`config.mk`:
```
export PLATFORM = sky130hd
export DESIGN_NAME = pump_time_budget_scheduler
export DESIGN_NICKNAME = d
export VERILOG_FILES = /design/src/sv/pts_pkg.sv /design/src/sv/pts_ctrl.sv /design/src/sv/pts_dp.sv /design/src/sv/pump_time_budget_scheduler.sv
export SDC_FILE = /design/constraint.sdc
export NUM_CORES = 2
export LEC_CHECK = 0
export ABC_AREA = 0
export BUFFER_PORTS_ARGS = -buffer_cell sky130_fd_sc_hd__buf_2
export CAP_MARGIN = 15
export CELL_PAD_IN_SITES_DETAIL_PLACEMENT = 0
export CELL_PAD_IN_SITES_GLOBAL_PLACEMENT = 1
export CORE_MARGIN = 3
export CORE_UTILIZATION = 53
export CTS_CLUSTER_DIAMETER = 40
export CTS_CLUSTER_SIZE = 14
export DETAILED_ROUTE_END_ITERATION = 10
export HOLD_SLACK_MARGIN = 0.12
export MAX_ROUTING_LAYER = met4
export PLACE_DENSITY_LB_ADDON = 0.1
export SYNTH_ARGS = -nofsm -noshare
export SYNTH_HDL_FRONTEND = slang
export SYNTH_SLANG_ARGS = --single-unit
export TNS_END_PERCENT = 30
```
`constraint.sdc`:
```
create_clock -name clk -period 17.2 [get_ports clk]
set_clock_uncertainty 0.15 [all_clocks]
set_input_delay 0.86 -clock clk [delete_from_list [all_inputs] [get_ports clk]]
set_output_delay 0.86 -clock clk [all_outputs]
set_load 0.005 [all_outputs]
```
`src/sv/pts_pkg.sv`:
```
`timescale 1ns / 1ps
// ----------------------------------------------------------------------------
// pts_pkg
// Shared types, codes and field layout of the pump time budget scheduler.
// ----------------------------------------------------------------------------
package pts_pkg;

  localparam int MAX_PUMPS   = 4;
  localparam int SLOT_W      = 2;
  localparam int KIND_W      = 4;
  localparam int IDX_W       = 8;
  localparam int MS_W        = 32;
  localparam int SEC_W       = 23;
  localparam int REG_COUNT   = 7;
  localparam int REG_IDX_W   = 3;
  localparam int STATUS_W    = 2;
  localparam int PROD_W      = 33;

  // Stream layout
  localparam int IN_TUSER_W  = 4;
  localparam int IN_TDATA_W  = 48;
  localparam int OUT_TDATA_W = 40;

  localparam int IN_ELAPSED_LSB = 0;
  localparam int IN_IDX_LSB     = 32;
  localparam int IN_EMPTY_BIT   = 40;

  localparam int OUT_STATUS_LSB = 0;
  localparam int OUT_ACTIVE_BIT = 2;
  localparam int OUT_PUMP_LSB   = 3;
  localparam int OUT_REM_LSB    = 5;
  localparam int OUT_EMPTY_BIT  = 37;
  localparam int OUT_DUE_BIT    = 38;

  localparam logic [MS_W-1:0]   BUDGET_MAX = '1;
  localparam logic [9:0]        MS_PER_SEC = 10'd1000;

  // Request kinds
  localparam logic [KIND_W-1:0] KIND_TICK       = 4'd0;
  localparam logic [KIND_W-1:0] KIND_QUEUE      = 4'd1;
  localparam logic [KIND_W-1:0] KIND_QUEUE_INF  = 4'd2;
  localparam logic [KIND_W-1:0] KIND_CLEAR_PUMP = 4'd3;
  localparam logic [KIND_W-1:0] KIND_SET_EMPTY  = 4'd4;
  localparam logic [KIND_W-1:0] KIND_CLEAR_ALL  = 4'd5;
  localparam logic [KIND_W-1:0] KIND_REFRESH    = 4'd6;
  localparam logic [KIND_W-1:0] KIND_POLL_RES   = 4'd7;
  localparam logic [KIND_W-1:0] KIND_POLL_SOIL  = 4'd8;

  // Result status
  localparam logic [STATUS_W-1:0] STATUS_OK      = 2'd0;
  localparam logic [STATUS_W-1:0] STATUS_BAD_IDX = 2'd1;
  localparam logic [STATUS_W-1:0] STATUS_EMPTY   = 2'd2;
  localparam logic [STATUS_W-1:0] STATUS_UNUSED  = 2'd3;

  // Configuration register indexes
  localparam logic [REG_IDX_W-1:0] REG_RES_RUN  = 3'd0;
  localparam logic [REG_IDX_W-1:0] REG_RES_IDLE = 3'd1;
  localparam logic [REG_IDX_W-1:0] REG_SOIL     = 3'd2;
  localparam logic [REG_IDX_W-1:0] REG_CYCLE0   = 3'd3;

  localparam logic [SEC_W-1:0] RST_RES_RUN  = 23'd5;
  localparam logic [SEC_W-1:0] RST_RES_IDLE = 23'd60;
  localparam logic [SEC_W-1:0] RST_SOIL     = 23'd60;
  localparam logic [SEC_W-1:0] RST_CYCLE    = 23'd30;

  typedef struct packed {
    logic load_in;
    logic mult;
    logic apply;
    logic promote;
    logic load_out;
  } pts_cmd_t;

endpackage

```
`src/sv/pts_ctrl.sv`:
```
`timescale 1ns / 1ps
// ----------------------------------------------------------------------------
// pts_ctrl
// Sequencer: steps one request through multiply, apply, promote and output.
// ----------------------------------------------------------------------------
module pts_ctrl
  import pts_pkg::*;
(
  input  logic     clk,
  input  logic     rst_n,
  input  logic     in_tvalid,
  output logic     in_tready,
  output logic     out_tvalid,
  input  logic     out_tready,
  output pts_cmd_t cmd
);

  localparam logic [2:0] ST_IDLE  = 3'd0;
  localparam logic [2:0] ST_MUL   = 3'd1;
  localparam logic [2:0] ST_APPLY = 3'd2;
  localparam logic [2:0] ST_PROM  = 3'd3;
  localparam logic [2:0] ST_OUT   = 3'd4;

  logic [2:0] state_r, state_nxt;
  logic       out_valid_r, out_valid_nxt;
  logic       out_free;

  assign out_free   = !out_valid_r || out_tready;
  assign in_tready  = (state_r == ST_IDLE);
  assign out_tvalid = out_valid_r;

  always_comb begin
    state_nxt     = state_r;
    out_valid_nxt = out_valid_r && !out_tready;
    cmd           = '0;
    case (state_r)
      ST_IDLE: begin
        if (in_tvalid) begin
          cmd.load_in = 1'b1;
          state_nxt   = ST_MUL;
        end
      end
      ST_MUL: begin
        cmd.mult  = 1'b1;
        state_nxt = ST_APPLY;
      end
      ST_APPLY: begin
        cmd.apply = 1'b1;
        state_nxt = ST_PROM;
      end
      ST_PROM: begin
        cmd.promote = 1'b1;
        state_nxt   = ST_OUT;
      end
      ST_OUT: begin
        // hold the result until the output register frees up
        if (out_free) begin
          cmd.load_out  = 1'b1;
          out_valid_nxt = 1'b1;
          state_nxt     = ST_IDLE;
        end
      end
      default: begin
        state_nxt = ST_IDLE;
      end
    endcase
  end

  always_ff @(posedge clk) begin
    if (!rst_n) begin
      state_r     <= ST_IDLE;
      out_valid_r <= 1'b0;
    end else begin
      state_r     <= state_nxt;
      out_valid_r <= out_valid_nxt;
    end
  end

endmodule

```
`src/sv/pts_dp.sv`:
```
`timescale 1ns / 1ps
// ----------------------------------------------------------------------------
// pts_dp
// Datapath: configuration registers, budgets, countdowns and result register.
// ----------------------------------------------------------------------------
module pts_dp
  import pts_pkg::*;
#(
  parameter int PUMPS = MAX_PUMPS
)(
  input  logic                  clk,
  input  logic                  rst_n,
  input  pts_cmd_t              cmd,
  input  logic [KIND_W-1:0]     kind,
  input  logic [MS_W-1:0]       elapsed_ms,
  input  logic [IDX_W-1:0]      pump_index,
  input  logic                  empty_flag,
  input  logic                  cfg_wr_en,
  input  logic [REG_IDX_W-1:0]  cfg_index,
  input  logic [SEC_W-1:0]      cfg_wdata,
  output logic [STATUS_W-1:0]   status,
  output logic                  pump_active,
  output logic [SLOT_W-1:0]     active_pump,
  output logic [MS_W-1:0]       active_remaining_ms,
  output logic                  reservoir_is_empty,
  output logic                  refresh_due
);

  localparam logic [IDX_W-1:0] PUMPS_IDX = IDX_W'(PUMPS);

  // configuration
  logic [SEC_W-1:0] cfg_r [REG_COUNT];

  // request latch
  logic [KIND_W-1:0] kind_r;
  logic [MS_W-1:0]   elapsed_r;
  logic [IDX_W-1:0]  idx_r;
  logic              empty_in_r;

  // scheduler state
  logic [MS_W-1:0]   budget_r [PUMPS];
  logic [MS_W-1:0]   budget_nxt [PUMPS];
  logic              active_r, active_nxt;
  logic [SLOT_W-1:0] slot_r, slot_nxt;
  logic              empty_r, empty_nxt;
  logic [MS_W-1:0]   res_cd_r, res_cd_nxt;
  logic [MS_W-1:0]   soil_cd_r, soil_cd_nxt;

  // per-request scratch
  logic [MS_W-1:0]     add_r;
  logic                prom_r, prom_nxt;
  logic [STATUS_W-1:0] stat_r, stat_nxt;
  logic                due_r, due_nxt;

  logic                idx_ok;
  logic [SLOT_W-1:0]   idx_slot;
  logic [SEC_W-1:0]    sec_sel;
  logic [PROD_W-1:0]   prod;
  logic [MS_W-1:0]     act_budget;
  logic [MS_W-1:0]     idx_budget;
  logic [MS_W-1:0]     act_dec;
  logic [MS_W:0]       idx_sum;

  logic [MS_W-1:0]   rem_o_r;
  logic [STATUS_W-1:0] stat_o_r;
  logic              act_o_r, empty_o_r, due_o_r;
  logic [SLOT_W-1:0] pump_o_r;

  function automatic logic [MS_W-1:0] sat_sub(input logic [MS_W-1:0] v,
                                              input logic [MS_W-1:0] d);
    return (v <= d) ? '0 : v - d;
  endfunction

  assign idx_ok   = (idx_r < PUMPS_IDX);
  assign idx_slot = idx_r[SLOT_W-1:0];

  // read muxes over the pump slots
  always_comb begin
    act_budget = '0;
    idx_budget = '0;
    for (int p = 0; p < PUMPS; p++) begin
      if (slot_r == SLOT_W'(p)) act_budget = budget_r[p];
      if (idx_slot == SLOT_W'(p)) idx_budget = budget_r[p];
    end
  end

  assign act_dec = sat_sub(act_budget, elapsed_r);
  assign idx_sum = {1'b0, idx_budget} + {1'b0, add_r};

  // seconds operand of the conversion multiply
  always_comb begin
    case (kind_r)
      KIND_POLL_RES:  sec_sel = active_r ? cfg_r[REG_RES_RUN] : cfg_r[REG_RES_IDLE];
      KIND_POLL_SOIL: sec_sel = cfg_r[REG_SOIL];
      default:        sec_sel = cfg_r[REG_CYCLE0 + idx_slot];
    endcase
  end

  assign prod = PROD_W'(sec_sel) * PROD_W'(MS_PER_SEC);

  always_comb begin
    for (int p = 0; p < PUMPS; p++) budget_nxt[p] = budget_r[p];
    active_nxt  = active_r;
    slot_nxt    = slot_r;
    empty_nxt   = empty_r;
    res_cd_nxt  = res_cd_r;
    soil_cd_nxt = soil_cd_r;
    prom_nxt    = prom_r;
    stat_nxt    = stat_r;
    due_nxt     = due_r;

    if (cmd.apply) begin
      prom_nxt = 1'b0;
      stat_nxt = STATUS_OK;
      due_nxt  = 1'b0;
      case (kind_r)
        KIND_TICK: begin
          if (elapsed_r != '0) begin
            res_cd_nxt  = sat_sub(res_cd_r, elapsed_r);
            soil_cd_nxt = sat_sub(soil_cd_r, elapsed_r);
            if (active_r) begin
              for (int p = 0; p < PUMPS; p++)
                if (slot_r == SLOT_W'(p)) budget_nxt[p] = act_dec;
              if (act_dec == '0) active_nxt = 1'b0;
            end
            prom_nxt = 1'b1;
          end
        end
        KIND_QUEUE, KIND_QUEUE_INF: begin
          if (!idx_ok) begin
            stat_nxt = STATUS_BAD_IDX;
          end else if (empty_r) begin
            stat_nxt = STATUS_EMPTY;
          end else begin
            for (int p = 0; p < PUMPS; p++)
              if (idx_slot == SLOT_W'(p))
                budget_nxt[p] = idx_sum[MS_W] ? BUDGET_MAX : idx_sum[MS_W-1:0];
            prom_nxt = 1'b1;
          end
        end
        KIND_CLEAR_PUMP: begin
          if (!idx_ok) begin
            stat_nxt = STATUS_BAD_IDX;
          end else begin
            for (int p = 0; p < PUMPS; p++)
              if (idx_slot == SLOT_W'(p)) budget_nxt[p] = '0;
            if (active_r && slot_r == idx_slot) active_nxt = 1'b0;
            prom_nxt = 1'b1;
          end
        end
        KIND_SET_EMPTY: begin
          if (empty_in_r != empty_r) begin
            if (empty_in_r) begin
              for (int p = 0; p < PUMPS; p++) budget_nxt[p] = '0;
              active_nxt = 1'b0;
            end
            empty_nxt = empty_in_r;
          end
        end
        KIND_CLEAR_ALL: begin
          for (int p = 0; p < PUMPS; p++) budget_nxt[p] = '0;
          active_nxt = 1'b0;
        end
        KIND_REFRESH: begin
          res_cd_nxt  = '0;
          soil_cd_nxt = '0;
        end
        KIND_POLL_RES: begin
          if (res_cd_r == '0) begin
            due_nxt    = 1'b1;
            res_cd_nxt = add_r;
          end
        end
        KIND_POLL_SOIL: begin
          if (soil_cd_r == '0) begin
            due_nxt     = 1'b1;
            soil_cd_nxt = add_r;
          end
        end
        default: begin
        end
      endcase
    end

    // promote the lowest-index pump with budget left
    if (cmd.promote && prom_r && !active_r && !empty_r) begin
      for (int p = PUMPS - 1; p >= 0; p--) begin
        if (budget_r[p] != '0) begin
          active_nxt = 1'b1;
          slot_nxt   = SLOT_W'(p);
        end
      end
    end
  end

  always_ff @(posedge clk) begin
    if (!rst_n) begin
      cfg_r[REG_RES_RUN]  <= RST_RES_RUN;
      cfg_r[REG_RES_IDLE] <= RST_RES_IDLE;
      cfg_r[REG_SOIL]     <= RST_SOIL;
      for (int r = int'(REG_CYCLE0); r < REG_COUNT; r++) cfg_r[r] <= RST_CYCLE;
      for (int p = 0; p < PUMPS; p++) budget_r[p] <= '0;
      active_r  <= 1'b0;
      slot_r    <= '0;
      empty_r   <= 1'b0;
      res_cd_r  <= '0;
      soil_cd_r <= '0;
      prom_r    <= 1'b0;
    end else begin
      if (cfg_wr_en && cfg_index < REG_IDX_W'(REG_COUNT)) cfg_r[cfg_index] <= cfg_wdata;
      for (int p = 0; p < PUMPS; p++) budget_r[p] <= budget_nxt[p];
      active_r  <= active_nxt;
      slot_r    <= slot_nxt;
      empty_r   <= empty_nxt;
      res_cd_r  <= res_cd_nxt;
      soil_cd_r <= soil_cd_nxt;
      prom_r    <= prom_nxt;
    end
  end

  // payload registers
  always_ff @(posedge clk) begin
    stat_r <= stat_nxt;
    due_r  <= due_nxt;
    if (cmd.load_in) begin
      kind_r     <= kind;
      elapsed_r  <= elapsed_ms;
      idx_r      <= pump_index;
      empty_in_r <= empty_flag;
    end
    if (cmd.mult) begin
      if (kind_r == KIND_QUEUE_INF) add_r <= BUDGET_MAX;
      else                          add_r <= prod[MS_W] ? BUDGET_MAX : prod[MS_W-1:0];
    end
    if (cmd.load_out) begin
      stat_o_r  <= stat_r;
      act_o_r   <= active_r;
      pump_o_r  <= active_r ? slot_r : '0;
      rem_o_r   <= active_r ? act_budget : '0;
      empty_o_r <= empty_r;
      due_o_r   <= due_r;
    end
  end

  assign status              = stat_o_r;
  assign pump_active         = act_o_r;
  assign active_pump         = pump_o_r;
  assign active_remaining_ms = rem_o_r;
  assign reservoir_is_empty  = empty_o_r;
  assign refresh_due         = due_o_r;

endmodule

```
`src/sv/pump_time_budget_scheduler.sv`:
```
`timescale 1ns / 1ps
// ----------------------------------------------------------------------------
// pump_time_budget_scheduler
// Per-pump millisecond run budgets, one active pump at a time, and two
// sensor refresh countdowns.
// ----------------------------------------------------------------------------
//
//  Channel | Direction | Handshake            | Contents
//  --------+-----------+----------------------+--------------------------------
//  in_     | sink      | in_tvalid/in_tready  | one request (tick, queue, poll)
//  out_    | source    | out_tvalid/out_tready| one result per request
//  cfg_    | sink      | cfg_wr_en            | interval and cycle registers
//
// Every request steps through latch, seconds-to-ms multiply, apply,
// promotion of the next pump and output load. The sequencer handles one
// request at a time; the output register holds a finished result while the
// next request is taken. A stalled output holds the sequencer in its output
// step. Reset (rst_n low, synchronous) clears all budgets and countdowns,
// releases the active pump and loads the register defaults.
//
module pump_time_budget_scheduler
  import pts_pkg::*;
#(
  parameter int PUMPS = MAX_PUMPS
)(
  input  logic                   clk,
  input  logic                   rst_n,
  // request stream
  input  logic                   in_tvalid,
  output logic                   in_tready,
  input  logic [IN_TDATA_W-1:0]  in_tdata,   // elapsed_ms[31:0], pump_index[39:32],
                                             // empty_flag[40], zero fill
  input  logic [IN_TUSER_W-1:0]  in_tuser,   // kind[3:0]
  // result stream
  output logic                   out_tvalid,
  input  logic                   out_tready,
  output logic [OUT_TDATA_W-1:0] out_tdata,  // status[1:0], pump_active[2],
                                             // active_pump[4:3],
                                             // active_remaining_ms[36:5],
                                             // reservoir_is_empty[37],
                                             // refresh_due[38], zero fill
  // configuration writes
  input  logic                   cfg_wr_en,
  input  logic [REG_IDX_W-1:0]   cfg_index,
  input  logic [SEC_W-1:0]       cfg_wdata
);

  pts_cmd_t cmd;

  logic [STATUS_W-1:0] status;
  logic                pump_active;
  logic [SLOT_W-1:0]   active_pump;
  logic [MS_W-1:0]     active_remaining_ms;
  logic                reservoir_is_empty;
  logic                refresh_due;

  // sequencer: accept, step, and hand the result to the output register
  pts_ctrl u_ctrl (
    .clk        (clk),
    .rst_n      (rst_n),
    .in_tvalid  (in_tvalid),
    .in_tready  (in_tready),
    .out_tvalid (out_tvalid),
    .out_tready (out_tready),
    .cmd        (cmd)
  );

  // budgets, countdowns, configuration and result payload
  pts_dp #(
    .PUMPS (PUMPS)
  ) u_dp (
    .clk                 (clk),
    .rst_n               (rst_n),
    .cmd                 (cmd),
    .kind                (in_tuser[KIND_W-1:0]),
    .elapsed_ms          (in_tdata[IN_ELAPSED_LSB +: MS_W]),
    .pump_index          (in_tdata[IN_IDX_LSB +: IDX_W]),
    .empty_flag          (in_tdata[IN_EMPTY_BIT]),
    .cfg_wr_en           (cfg_wr_en),
    .cfg_index           (cfg_index),
    .cfg_wdata           (cfg_wdata),
    .status              (status),
    .pump_active         (pump_active),
    .active_pump         (active_pump),
    .active_remaining_ms (active_remaining_ms),
    .reservoir_is_empty  (reservoir_is_empty),
    .refresh_due         (refresh_due)
  );

  // pack the result, highest field first, status in the lowest bits
  assign out_tdata = {1'b0, refresh_due, reservoir_is_empty, active_remaining_ms,
                      active_pump, pump_active, status};

endmodule

```
==> impl_metrics.csv <==
group,metric,value,unit
outcome,outcome,"finished clean",
timing,drv_slew,0,
job,drv_cap,0,
global_routing,grt_max_degree,134,
timing,max_slew.worst_pin.slew,1140,ps
logic_synthesis,synth_edf_count,278,
timing,fmax,104.3,MHz
placement,numPortBuffers,116,
setup_path,crit_top_cell,"inv_1",
detailed_routing,wire_per_inst,23.87,µm
setup_path,r2r-start,"u_dp.idx_r[0]$_DFFE_PP_",
clocking,post_cts_resize_count,0,
clocking,cts_hold_buf,0,
power_and_ir_drop,p_leak,15.32,nW
setup_path,start_kind,"register",
logic_synthesis,avgSynthCellArea,9.374,µm²
clocking,cts.sinks,502,
logic_synthesis,async_flop_share,0,%
timing,period_needed,9587,ps
timing,finalCritPeriodShare,55.74,%
setup_path,r2r_slack,7610,ps
global_routing,grt_pass1_vias,27390,
global_routing,grt_usage,33.35,%
die,start_util,53.74,%
setup_path,worst_r2r_endpoint,"u_dp.add_r[19]$_SDFFCE_PP1P_",
logic_synthesis,synth.area.top_cells,"edfxtp_1 (25%), dfxtp_1 (13%), ha_1 (7.5%)",
clocking,clockBufferDepth,3,
finish,drive_gt1_share,11.94,%
power_and_ir_drop,power,0.007255,W
detailed_routing,dr.pass1.iters,6,
detailed_routing,drtIter0Drc,2562,
logic_synthesis,synth.distinct_cells,82,
global_routing,grt_pass1_wl,164.2,mm
setup_path,crit_arrival,9760,ps
logic_synthesis,synth_area,33290,µm²
setup_path,r2r_cells,25,
power_and_ir_drop,p_per_area,191.8,nW/µm²
clocking,htreeDepth,3,
finish,nNetsFinal,3995,
detailed_routing,viasPerCell,6.219,
timing,relSlewSlack,22.92,%
die,die_x,256.6,µm
placement,hpwl,78.49,mm
setup_path,worst_path_max_delay_cell,"ha_1",
timing,fin_setup_tns,0,ps
detailed_routing,vias,28260,
clocking,clk-insertion-delay-late,660,ps
die,io_pins,125,
logic_synthesis,netlist.area_leader.share,25.08,%
logic_synthesis,synth-seq-cells,502,
setup_path,cp-end-kind,"register",
placement,place_congestion,0.9445,
logic_synthesis,syn_inst,3551,
hold_path,hp-start,"in_tdata[32]",
detailed_routing,wl,108.5,mm
logic_synthesis,ys_seq_area_share,38.55,%
logic_synthesis,yosys_warnings,0,
detailed_routing,ant_nets,0,
clocking,post-cts-setup-buffer-count,0,
setup_path,cp.required,17370,ps
timing,setup_viol,0,
setup_path,worst-path-max-fanout,50,
detailed_routing,drc_errors,0,
hold_path,hold_path_class,"input pin to register",
setup_path,critPathMaxStageDelay,960,ps
finish,regArea,12840,µm²
logic_synthesis,synth_top_flop_cell,"edfxtp_1",
die,rows,91,
hold_path,worstHoldPathCells,1,
finish,area_delta_synth_final,13.64,%
finish,fillers,5299,
hold_path,hold_end,"u_dp.idx_r[0]$_DFFE_PP_",
power_and_ir_drop,peakVddDrop,0.3266,mV
timing,hold_viol_final,0,
die,core,61940,µm²
die,die_area,65850,µm²
die,die_h,256.6,µm
clocking,clkTransAtPathRegs,50,ps
finish,multi_input_area,18930,µm²
clocking,cts_tree,"yes",
clocking,root_buffer,"clkbuf_16",
setup_path,crit_type,"register to register",
timing,rsz0062_at_grt,"false",
global_routing,antenna_found_initial,5,
logic_synthesis,synth_top_area_cell,"edfxtp_1",
global_routing,grt.overflow.total,0,
clocking,numCtsBuffers,88,
[synthesized netlist by cell type (all sizes together), types with 18 or more instances]
cell	count
xnor2	66
o21ai	290
nand2b	38
edfxtp	278
a21oi	385
xor2	54
a211oi	46
nor3	47
nand3	39
buf	38
o221ai	24
inv	256
nor4	68
mux4	78
mux2i	55
o21a	24
a31oi	35
or3	18
nand4	35
ha	200
and2	64
and3	22
dfxtp	224
nor2b	23
fa	86
nand2	266
a22oi	46
a21o	78
o211ai	20
clkbuf	157
nor2	330
[state kept, by name, indices dropped and copies added, names as in the netlist, 8 cells and up]
signal / count
u_dp.cfg_r: 184
u_dp.budget_r: 128
u_dp.active_remaining_ms: 32
u_dp.elapsed_r: 32
u_dp.res_cd_r: 32
u_dp.soil_cd_r: 32
u_dp.add_r: 30
u_dp.idx_r: 8
[logic make-up after synthesis]
| family | after synthesis | synth area share [%] |
|---|---|---|
| xor+xnor | 120 | 3.158 |
| fa+ha+maj | 286 | 12.69 |
| simple gates | 991 | 14.08 |
| flops | 502 | 38.55 |
| compound gates | 1065 | 19.31 |
| mux | 135 | 6.999 |
| buf+inv | 451 | 5.195 |
| other cells | 1 | 0.01127 |
[report_power, final]
group / switching, W / internal (W)
Combinational: 0.00222 / 0.00153
Clock: 0.000689 / 0.00112
Sequential: 0.000146 / 0.00154
[stage by stage]
step	utilization [%]	instances	worst slack [ps]	hold slack (ps)	instance area, µm²
global route	61.06	4543	6944	202.7	37820
floorplan	-	3574	8582	250.3	33370
detailed placement	55.96	4372	7574	254.5	34660
finish	61.07	4544	7613	225.9	37830
global placement	55.96	4372	7792	252.2	34660
CTS	61.00	4537	7503	196.3	37780
[critical path, delay by kind of cell (launching register included)]
kind	cells	cell delay [ps]
compound gates	8	2380
simple gates	2	770
fa+ha+maj	6	3390
flops	1	330
mux	2	340
buf+inv	7	1800
[layout by cell type (no fill, tap or decap), types with 22 or more instances in the layout]
cell,instances
fa_1,86
a211oi_1,46
and3_1,22
clkbuf_16,89
o21ai_0,279
nor2b_1,22
o21a_1,24
buf_4,41
xnor2_1,66
nand3_1,38
nand4_1,35
o221ai_1,24
conb_1,24
buf_2,115
nand2_1,266
nor2_1,327
nand2b_1,38
a21o_1,78
dfxtp_1,221
and2_1,63
ha_1,196
xor2_1,54
mux4_2,78
nor4_1,68
inv_1,255
nor3_1,47
a21oi_1,381
a31oi_1,35
mux2i_1,55
a22oi_1,46
edfxtp_1,278
[layer usage]
layer	global-route usage, %	vias to the layer above	part of all wire (%)
met3	4.928	246	7.1
met4	15.01	0	4.9
li1	-	13120	-
met5	-	-	0
met1	41.58	13650	40
met2	54.06	1236	48
[worst max path at each step]
stage / endpoint / depth (start not counted) / slack, ps / startpoint
2_1_floorplan: u_dp.add_r[23]$_SDFFCE_PP1P_ / 32 / 8580 / u_dp.idx_r[0]$_DFFE_PP_
3_3_place_gp: u_dp.add_r[9]$_SDFFCE_PP1P_ / 25 / 7790 / u_dp.idx_r[0]$_DFFE_PP_
3_5_place_dp: u_dp.add_r[19]$_SDFFCE_PP1P_ / 25 / 7570 / u_dp.idx_r[0]$_DFFE_PP_
4_1_cts: u_dp.add_r[19]$_SDFFCE_PP1P_ / 25 / 7500 / u_dp.idx_r[0]$_DFFE_PP_
5_1_grt: u_dp.add_r[19]$_SDFFCE_PP1P_ / 25 / 6940 / u_dp.idx_r[0]$_DFFE_PP_
6_report: u_dp.add_r[19]$_SDFFCE_PP1P_ / 25 / 7610 / u_dp.idx_r[0]$_DFFE_PP_
[area by class of cell]
type	instances	share of cell area (%)
multi-input cells	2621	50.05
well taps	837	2.769
repair buffers	157	2.408
clock inverters	67	2.177
inverters	256	2.540
flip-flops and latches	502	33.94
diodes	6	0.03969
clock buffers	98	6.083
No activity file was read; power rests on OpenSTA's default activity.
